$ cat src/design/rme_pkg.sv
// Package for the RSA modular exponentiation engine.
// It holds the field widths, the configuration register indexes and their reset values.
// It depends on nothing else.
package rme_pkg;

    // Widths of the fixed ports.
    localparam int CFG_DATA_W  = 32;
    localparam int CFG_INDEX_W = 2;
    localparam int VALUE_W     = 32;
    localparam int RESULT_W    = 32;

    // Configuration register indexes.
    typedef enum logic [CFG_INDEX_W-1:0] {
        CFG_MODULUS     = 2'd0,
        CFG_PUBLIC_EXP  = 2'd1,
        CFG_PRIVATE_EXP = 2'd2
    } cfg_index_t;

    // Kind codes of an input word.
    localparam logic KIND_ENCRYPT = 1'b0;
    localparam logic KIND_DECRYPT = 1'b1;

    // Reset values of the configuration registers, wide enough for any datapath width up to 64 bits.
    localparam logic [63:0] RST_MODULUS     = 64'd3233;
    localparam logic [63:0] RST_PUBLIC_EXP  = 64'd17;
    localparam logic [63:0] RST_PRIVATE_EXP = 64'd2753;

endpackage

$ cat src/design/rsa_modexp_engine.sv
// Top level of the RSA modular exponentiation engine: result = value^exponent mod modulus.
// It holds the configuration registers, the sequencer and the bit-serial modular multiplier.
// It depends on rme_pkg.
//
//   Channel  | Signals                       | Direction | Word
//   ---------+-------------------------------+-----------+------------------------------
//   input    | in_valid, in_stall            | in / out  | kind, value
//   output   | out_valid, out_stall          | out / in  | result
//   config   | cfg_we, cfg_index, cfg_data   | in        | modulus, public/private exp
//
// One word first has its base reduced, then is squared for every exponent bit and
// multiplied for every exponent bit that is set, through the one-bit-per-cycle
// multiplier; a zero modulus skips this work and gives zero.
// One word is in work at a time; in_stall is high from acceptance until the result
// has moved into the output register, which holds it while out_stall is high.
// Reset loads the configuration registers with their defaults and empties the output.
module rsa_modexp_engine #(
    parameter int WIDTH = 32
) (
    input  logic                              clk,
    input  logic                              rst_n,
    input  logic                              in_valid,
    output logic                              in_stall,
    input  logic                              kind,
    input  logic [rme_pkg::VALUE_W-1:0]       value,
    output logic                              out_valid,
    input  logic                              out_stall,
    output logic [rme_pkg::RESULT_W-1:0]      result,
    input  logic                              cfg_we,
    input  logic [rme_pkg::CFG_INDEX_W-1:0]   cfg_index,
    input  logic [rme_pkg::CFG_DATA_W-1:0]    cfg_data
);

    localparam int CW = $clog2(WIDTH);
    localparam logic [CW-1:0]    CNT_MAX = CW'(WIDTH - 1);
    localparam logic [WIDTH-1:0] ONE     = {{(WIDTH-1){1'b0}}, 1'b1};

    typedef enum logic [2:0] {
        S_IDLE,
        S_REDUCE,
        S_SQR,
        S_MUL,
        S_DONE
    } state_t;

    // Configuration registers.
    logic [WIDTH-1:0] mod_reg;
    logic [WIDTH-1:0] pub_reg;
    logic [WIDTH-1:0] priv_reg;

    // Sequencer and datapath registers.
    state_t           state_reg,  state_next;
    logic [CW-1:0]    cnt_reg,    cnt_next;
    logic [CW-1:0]    ecnt_reg,   ecnt_next;
    logic [WIDTH-1:0] exp_reg,    exp_next;
    logic [WIDTH-1:0] val_reg,    val_next;
    logic [WIDTH-1:0] rem_reg,    rem_next;
    logic [WIDTH-1:0] base_reg,   base_next;
    logic [WIDTH-1:0] a_reg,      a_next;
    logic [WIDTH-1:0] mb_reg,     mb_next;
    logic [WIDTH-1:0] prod_reg,   prod_next;
    logic [WIDTH-1:0] acc_reg,    acc_next;
    logic [rme_pkg::RESULT_W-1:0] result_reg, result_next;
    logic             ovalid_reg, ovalid_next;

    // Combinational datapath values.
    logic [WIDTH:0]   mod_ext;
    logic [WIDTH:0]   red_sh;
    logic [WIDTH-1:0] red_step;
    logic [WIDTH:0]   dbl;
    logic [WIDTH-1:0] dbl_red;
    logic [WIDTH:0]   sum;
    logic [WIDTH-1:0] mul_step;
    logic [WIDTH-1:0] acc_init;
    logic             out_free;
    logic             adv;

    // Configuration writes; an index beyond the list is ignored.
    always_ff @(posedge clk or negedge rst_n)
    begin
        if (!rst_n)
        begin
            mod_reg  <= rme_pkg::RST_MODULUS[WIDTH-1:0];
            pub_reg  <= rme_pkg::RST_PUBLIC_EXP[WIDTH-1:0];
            priv_reg <= rme_pkg::RST_PRIVATE_EXP[WIDTH-1:0];
        end
        else if (cfg_we)
        begin
            case (cfg_index)
                rme_pkg::CFG_MODULUS:     mod_reg  <= WIDTH'(cfg_data);
                rme_pkg::CFG_PUBLIC_EXP:  pub_reg  <= WIDTH'(cfg_data);
                rme_pkg::CFG_PRIVATE_EXP: priv_reg <= WIDTH'(cfg_data);
                default:                  ;
            endcase
        end
    end

    // One restoring step of the base reduction: shift in the next value bit, subtract once.
    assign mod_ext  = {1'b0, mod_reg};
    assign red_sh   = {rem_reg, val_reg[WIDTH-1]};
    assign red_step = (red_sh >= mod_ext) ? WIDTH'(red_sh - mod_ext) : WIDTH'(red_sh);

    // One step of the shift-and-add multiplier: double mod m, then add the multiplicand
    // mod m when the current multiplier bit is set. Both operands stay below m.
    assign dbl      = {prod_reg, 1'b0};
    assign dbl_red  = (dbl >= mod_ext) ? WIDTH'(dbl - mod_ext) : WIDTH'(dbl);
    assign sum      = {1'b0, dbl_red} + (mb_reg[WIDTH-1] ? {1'b0, a_reg} : '0);
    assign mul_step = (sum >= mod_ext) ? WIDTH'(sum - mod_ext) : WIDTH'(sum);

    // The running power starts at 1 mod m.
    assign acc_init = (mod_reg == ONE) ? '0 : ONE;

    assign out_free = !ovalid_reg || !out_stall;

    // Next-state logic of the sequencer.
    always_comb
    begin
        state_next  = state_reg;
        cnt_next    = cnt_reg;
        ecnt_next   = ecnt_reg;
        exp_next    = exp_reg;
        val_next    = val_reg;
        rem_next    = rem_reg;
        base_next   = base_reg;
        a_next      = a_reg;
        mb_next     = mb_reg;
        prod_next   = prod_reg;
        acc_next    = acc_reg;
        result_next = result_reg;
        ovalid_next = ovalid_reg;
        adv         = 1'b0;

        // The held result leaves when the consumer takes it.
        if (ovalid_reg && !out_stall)
        begin
            ovalid_next = 1'b0;
        end

        case (state_reg)
            S_IDLE:
            begin
                if (in_valid)
                begin
                    exp_next = (kind == rme_pkg::KIND_DECRYPT) ? priv_reg : pub_reg;
                    if (mod_reg == '0)
                    begin
                        acc_next   = '0;
                        state_next = S_DONE;
                    end
                    else
                    begin
                        rem_next   = '0;
                        val_next   = WIDTH'(value);
                        cnt_next   = CNT_MAX;
                        ecnt_next  = CNT_MAX;
                        state_next = S_REDUCE;
                    end
                end
            end

            S_REDUCE:
            begin
                rem_next = red_step;
                val_next = val_reg << 1;
                cnt_next = cnt_reg - 1'b1;
                if (cnt_reg == '0)
                begin
                    base_next  = red_step;
                    a_next     = acc_init;
                    mb_next    = acc_init;
                    prod_next  = '0;
                    cnt_next   = CNT_MAX;
                    state_next = S_SQR;
                end
            end

            S_SQR:
            begin
                prod_next = mul_step;
                mb_next   = mb_reg << 1;
                cnt_next  = cnt_reg - 1'b1;
                if (cnt_reg == '0)
                begin
                    if (exp_reg[WIDTH-1])
                    begin
                        a_next     = mul_step;
                        mb_next    = base_reg;
                        prod_next  = '0;
                        cnt_next   = CNT_MAX;
                        state_next = S_MUL;
                    end
                    else
                    begin
                        adv = 1'b1;
                    end
                end
            end

            S_MUL:
            begin
                prod_next = mul_step;
                mb_next   = mb_reg << 1;
                cnt_next  = cnt_reg - 1'b1;
                if (cnt_reg == '0)
                begin
                    adv = 1'b1;
                end
            end

            S_DONE:
            begin
                if (out_free)
                begin
                    result_next = rme_pkg::RESULT_W'(acc_reg);
                    ovalid_next = 1'b1;
                    state_next  = S_IDLE;
                end
            end

            default:
            begin
                state_next = S_IDLE;
            end
        endcase

        // Move on to the next exponent bit, or finish after the last one.
        if (adv)
        begin
            acc_next = mul_step;
            exp_next = exp_reg << 1;
            if (ecnt_reg == '0)
            begin
                state_next = S_DONE;
            end
            else
            begin
                ecnt_next  = ecnt_reg - 1'b1;
                a_next     = mul_step;
                mb_next    = mul_step;
                prod_next  = '0;
                cnt_next   = CNT_MAX;
                state_next = S_SQR;
            end
        end
    end

    // State and registered outputs.
    always_ff @(posedge clk or negedge rst_n)
    begin
        if (!rst_n)
        begin
            state_reg  <= S_IDLE;
            ovalid_reg <= 1'b0;
        end
        else
        begin
            state_reg  <= state_next;
            ovalid_reg <= ovalid_next;
        end
    end

    // Datapath registers need no reset.
    always_ff @(posedge clk)
    begin
        cnt_reg    <= cnt_next;
        ecnt_reg   <= ecnt_next;
        exp_reg    <= exp_next;
        val_reg    <= val_next;
        rem_reg    <= rem_next;
        base_reg   <= base_next;
        a_reg      <= a_next;
        mb_reg     <= mb_next;
        prod_reg   <= prod_next;
        acc_reg    <= acc_next;
        result_reg <= result_next;
    end

    assign in_stall  = (state_reg != S_IDLE);
    assign out_valid = ovalid_reg;
    assign result    = result_reg;

endmodule

$ cat config.mk
export PLATFORM = sky130hd
export DESIGN_NAME = rsa_modexp_engine
export DESIGN_NICKNAME = d
export VERILOG_FILES = /design/src/design/rme_pkg.sv /design/src/design/rsa_modexp_engine.sv
export SDC_FILE = /design/constraint.sdc
export NUM_CORES = 1
export LEC_CHECK = 0
export BUFFER_PORTS_ARGS = -buffer_cell sky130_fd_sc_hd__buf_2
export CELL_PAD_IN_SITES_DETAIL_PLACEMENT = 0
export CELL_PAD_IN_SITES_GLOBAL_PLACEMENT = 1
export CORE_MARGIN = 5
export CORE_UTILIZATION = 44
export CTS_CLUSTER_DIAMETER = 40
export CTS_CLUSTER_SIZE = 40
export DETAILED_ROUTE_END_ITERATION = 10
export PLACE_DENSITY = 0.88
export SETUP_SLACK_MARGIN = 0.4
export SLEW_MARGIN = 15
export SYNTH_ARGS = -nofsm -noshare
export SYNTH_HDL_FRONTEND = slang
export SYNTH_SLANG_ARGS = --single-unit
$ cat constraint.sdc
create_clock -name clk -period 7.4 [get_ports clk]
set_input_delay 0.37 -clock clk [delete_from_list [all_inputs] [get_ports clk]]
set_output_delay 0.37 -clock clk [all_outputs]
set_load 0.01 [all_outputs]
# After elaboration in Yosys (flattened, before gate mapping)
# Index checks and enable logic that the tools add are counted.
[word_totals]
wordCells = 131
inputBits = 72
output_inout_bits = 34
reg_bits = 398
[op_classes]
order_cmp = 3
n_reduce_logical = 24
add_sub_neg = 6
eq_ne = 15
mux = 66
[op_table]
columns = ["operator", "count"]
rows = [
  ["2-to-1 mux 32 bit", 31],
  ["case mux 32 bit (2 select lines)", 3],
  ["case mux 32 bit (3 select lines)", 2],
  [">= comparator 33 x 32 -> 1 bit", 3],
  ["subtractor 32 bit", 3],
  ["2-to-1 mux 5 bit", 12],
  ["adder 32 x 32 -> 33 bit", 1],
  ["== test 32 x 1 -> 1 bit (second input constant)", 1],
  ["logical NOT 32 bit", 1],
  ["2-to-1 mux 3 bit", 8],
  ["case mux 5 bit (4 select lines)", 1],
  ["inequality test 3 bit (second input constant)", 5],
  ["case mux 3 bit (5 select lines)", 1],
  ["AND reduction 2 bit", 7],
  ["logical NOT 5 bit", 2],
  ["subtractor 5 x 1 -> 5 bit (second input constant)", 2],
  ["nonzero test 2 bit", 4],
  ["2-to-1 mux 1 bit", 7],
  ["== test 3 x 2 -> 1 bit (second input constant)", 2],
  ["inequality test 2 bit (second input constant)", 3],
  ["AND reduction 3 bit", 2],
  ["AND reduction 6 bit", 1],
  ["== test 3 x 1 -> 1 bit (second input constant)", 1],
  ["== test 3 bit (second input constant)", 1],
  ["other kinds (9)", 10],
]

# Longest topological paths before layout
[logic_depth]
word_depth = 10
depth_mapped = 35
ltp_nobuf = 31

# Least setup slack after synthesis
# No wires, ideal clock.
[synth_path]
path_type = "flip-flop to flip-flop"
startpoint = "register mod_reg[7]"
endpoint = "register acc_reg[4] (data pin)"
n_path_buf = 3
t_required_ns = 7.134
path_stages_with_launch = 34
setup_ns = 0.266
arrival_time_ns = 7.034
synth_period_minus_slack_ns = 7.300
setup_slack_ns = 0.100
path_cell_list = "dfstp_2 inv_1 ha_1 o21ai_0 o21bai_1 and3b_1 o21a_1 nor2_1 a211oi_1 o21ai_1 buf_2 mux2i_1 inv_1 ha_1 a211oi_1 o21bai_1 a211o_1 a211o_1 a21oi_2 a211oi_1 o21a_1 or2_2 inv_1 ha_1 nand2_1 nor3_1 and4_1 and3_1 or4_4 or3_1 buf_6 buf_12 mux2i_2 nor2_1"
[synth_between]
elab_chain_len = 6
word_cells_on_any_way = 8
classes_between = "3 x add/sub; 2 x order compare; 3 x mux"
[synth_rtl]
columns = ["element", "line", "source"]
rows = [
  ["start: declaration", "rsa_modexp_engine.sv:47", "logic [WIDTH-1:0] mod_reg;"],
  ["start signal: assignment", "rsa_modexp_engine.sv:83", "mod_reg <= rme_pkg::RST_MODULUS[WIDTH-1:0];"],
  ["start signal: assignment", "rsa_modexp_engine.sv:90", "rme_pkg::CFG_MODULUS: mod_reg <= WIDTH'(cfg_data);"],
  [">= comparator 33 x 32 -> 1 bit or subtractor 32 bit (tied branches)", "rsa_modexp_engine.sv:106", "assign dbl_red = (dbl >= mod_ext) ? WIDTH'(dbl - mod_ext) : WIDTH'(dbl);"],
  ["2-to-1 mux 32 bit", "rsa_modexp_engine.sv:106", ""],
  ["adder 32 x 32 -> 33 bit", "rsa_modexp_engine.sv:107", "assign sum = {1'b0, dbl_red} + (mb_reg[WIDTH-1] ? {1'b0, a_reg} : '0);"],
  ["subtractor 32 bit or >= comparator 33 x 32 -> 1 bit (tied branches)", "rsa_modexp_engine.sv:108", "assign mul_step = (sum >= mod_ext) ? WIDTH'(sum - mod_ext) : WIDTH'(sum);"],
  ["2-to-1 mux 32 bit *", "rsa_modexp_engine.sv:108", ""],
  ["2-to-1 mux 32 bit *", "rsa_modexp_engine.sv:227", "if (adv)"],
  ["end signal: assignment", "rsa_modexp_engine.sv:274", "acc_reg <= acc_next;"],
  ["end: declaration", "rsa_modexp_engine.sv:62", "logic [WIDTH-1:0] acc_reg, acc_next;"],
]
# Mark *: on every way between the ends. The rest lies on a longest branch, timed or not.
# A chain may end at the register's enable or synchronous reset.

# Worst setup path in the final report
[layout_path]
startpoint = "register mod_reg[7]"
endpoint = "register acc_reg[9] (data pin)"
[layout_between]
elab_chain_len = 6
word_cells_on_any_way = 8
classes_between = "3 x add/sub; 2 x order compare; 3 x mux"
[layout_rtl]
columns = ["element", "line"]
rows = [
  ["subtractor 32 bit or >= comparator 33 x 32 -> 1 bit (tied branches)", "rsa_modexp_engine.sv:106"],
  ["2-to-1 mux 32 bit", "rsa_modexp_engine.sv:106"],
  ["adder 32 x 32 -> 33 bit", "rsa_modexp_engine.sv:107"],
  ["subtractor 32 bit or >= comparator 33 x 32 -> 1 bit (tied branches)", "rsa_modexp_engine.sv:108"],
  ["2-to-1 mux 32 bit *", "rsa_modexp_engine.sv:108"],
  ["2-to-1 mux 32 bit *", "rsa_modexp_engine.sv:227"],
]
# Marked as above.

==> results.yml <==
status:
  outcome: "finished, final reports clean"
timing:
  fin_crit_sh_pct: 97.8
  setup_viol: 0
  period_needed_ns: 7.24
  rsz0062_at_grt: "yes"
  worst_slack_ns: 0.163
  max_slew_margin_pct: 26.6
  hold_viol_final: 0
  worstMarginPinSlew_ns: 1.10
  maxSlewViolCount: 0
  max_freq_mhz: 138
  fin_worst_skew_ns: 0.0398
global_routing:
  grt-ovfl-total: 0
  grt.total_usage_pct: 29.2
  grt_pass1_wl_um: 131000
  antenna_found_initial: 3
  grt_pass1_vias: 22306
  grt_max_degree: 65
synth:
  ys_async_sr_fraction_pct: 25.1
  synth-edff-count: 191
  synth.distinct_cells: 90
  synthTopCellsByArea: "edfxtp_1 (24%), dfrtp_1 (9.4%), dfxtp_1 (9.1%)"
  yosys_register_bits: 398
  synth.net_count: 2726
  syn_area_per_cell_um2: 9.33
  ys_seq_area_share_pct: 44.2
  synthCells: 2520
  synth_common_cells: "nand2_1 (441), a21oi_1 (196), edfxtp_1 (191)"
  yosys_warnings: 0
  synth_top_area_cell: "edfxtp_1"
  synth_top_area_share_pct: 24.4
  synthMostInstantiatedCell: "nand2_1"
  synth_area_mm2: 0.0235
  synth_ff_type: "edfxtp_1"
clock_network:
  cts_tree: "built"
  cts_inserted_buffers: 68
  htree_levels: 3
  cts_buffer_depth: 3
  clock_latency_ns: 0.64
  cts_root_buf: "clkbuf_16"
  cts.clk_slew.worst_paths_ns: 0.06
  clkSinkCount: 398
place:
  place_hpwl_um: 62500
  io_buffers: 105
  pre_cts_ws_ns: -0.618
  globalplace.congestion: 0.987
die:
  die_x_um: 241
  row_count: 84
  die-area_mm2: 0.0581
  start_util_pct: 44.6
  core-area_mm2: 0.0528
  io-pin-count: 106
  die_h_um: 241
setup_path:
  path_max_fanout: 7
  path_class: "register to register"
  crit_slowest_cell: "dfstp_2"
  worstPathArrival_ns: 7.59
  path_common_cell: "ha_4"
  required_ns: 7.75
  slowest_delay_ns: 0.55
  cp-start-kind: "register"
  end_kind: "register"
cells_and_area:
  syn2layout_area_growth_pct: 40.9
  drive_above_1_share_pct: 35.9
  final_nets: 3314
drt:
  first_pass_iters: 6
  drc: 0
  drt_wl_total_um: 86900
  drtIter0Drc: 2122
  drtAntennaViolNets: 0
  vias: 22384
  vias_per_cell: 5.81
  wl_per_cell_um: 22.5
job:
  maxCapViolations: 0
min_path:
  hold_path_class: "input pin to register"
-- critical path: cells and delay by family, from the launching register on --
| kind | cells | cell delay [ns] |
|---|---|---|
| muxes | 1 | 0.31 |
| DFF | 1 | 0.55 |
| xor gates and xnor gates | 1 | 0.20 |
| AOI/OAI and AO/OA | 14 | 2.34 |
| buffers and inverters | 8 | 1.20 |
| adders and majority gates | 3 | 0.81 |
| and+or+nand+nor | 6 | 1.55 |
-- cell usage in the layout (no fill, tap or decap), drive strengths merged, types with 14 or more instances in the layout --
cell type | Yosys | layout
clkinv | 0 | 18
nand3 | 38 | 38
ha | 130 | 130
o21a | 23 | 23
nand4 | 21 | 21
a221oi | 30 | 30
nand2b | 16 | 16
mux2 | 80 | 80
o21ai | 228 | 228
buf | 20 | 603
o21bai | 22 | 22
and2 | 61 | 61
nor2b | 20 | 20
clkbuf | 84 | 77
nor2 | 168 | 168
a31oi | 20 | 20
xnor2 | 61 | 61
dfxtp | 107 | 107
mux2i | 52 | 52
nor3 | 40 | 40
edfxtp | 191 | 191
a21oi | 197 | 197
dfrtp | 88 | 88
dlygate4sd3 | 0 | 18
and3 | 14 | 14
inv | 92 | 114
o31ai | 20 | 20
nand2 | 441 | 441
xor2 | 35 | 35
a21o | 48 | 48
-- final cells by class --
class                           instances  area (um^2)
Timing Repair Buffer                  622         4890
Clock buffer                           76         1820
Clock inverter                         50          608
Tap cell                              688          861
Fill cell                            4236        19700
Inverter                               92          350
Antenna cell                            2         5.00
Sequential cell                       398        10400
Multi-Input combinational cell       1926        14200
-- final timing paths --
kind,from,to,slack (ns),cells past startpoint
min in group asynchronous,rst_n,priv_reg[2],0.28,2
worst max-delay path,mod_reg[7],acc_reg[9],0.16,33
worst min register to register,acc_reg[26],result[26],0.41,0
worst min-delay path,cfg_data[12],priv_reg[12],0.02,2
worst max register to register,mod_reg[7],acc_reg[9],0.16,33
max in group asynchronous,rst_n,mod_reg[21],5.85,3
-- kinds of logic after synthesis --
| group | count (synthesis) | synth area share (%) |
|---|---|---|
| compound gates | 682 | 18.0 |
| flops | 398 | 44.2 |
| xor+xnor | 96 | 3.58 |
| simple gates | 882 | 17.0 |
| buf+inv | 196 | 3.34 |
| mux | 132 | 6.57 |
| fa+ha+maj | 134 | 7.26 |
-- what timing repair did --
item / 4_1_cts / 5_1_grt
resized for setup: 193 / 251
pin swaps: 70 / 110
endpoints found under the hold margin: 54 / 0
hold buffers: 18 / 0
cloned: 3 / 1
setup buffers: 29 / 33
endpoints found under the setup margin: 128 / 128
-- per-stage QoR --
step                cell area, um^2  util, %  TNS (ns)  hold slack [ns]  instances
floorplan                     23600        -         0           0.0744       2520
global placement              27900     52.9    -30.95            0.382       3641
detailed placement            27900     52.9    -59.05            0.396       3641
CTS                           31700     60.2         0        0.0000832       3817
global route                  33100     62.8     -1.70           0.0131       3854
finish                        33100     62.8         0           0.0198       3854
-- layer usage --
metal | GRT usage [%] | vias up | share of wire, %
met4 | 10.8 | 0 | 4.1
li1 | - | 10306 | -
met3 | 5.55 | 205 | 7.7
met5 | 0 | - | 0
met1 | 40.0 | 10896 | 43
met2 | 46.5 | 977 | 46
Power is left out: the tool's default activity adds up to more than one toggle a clock period on the data nets, which glitch-free logic cannot reach.
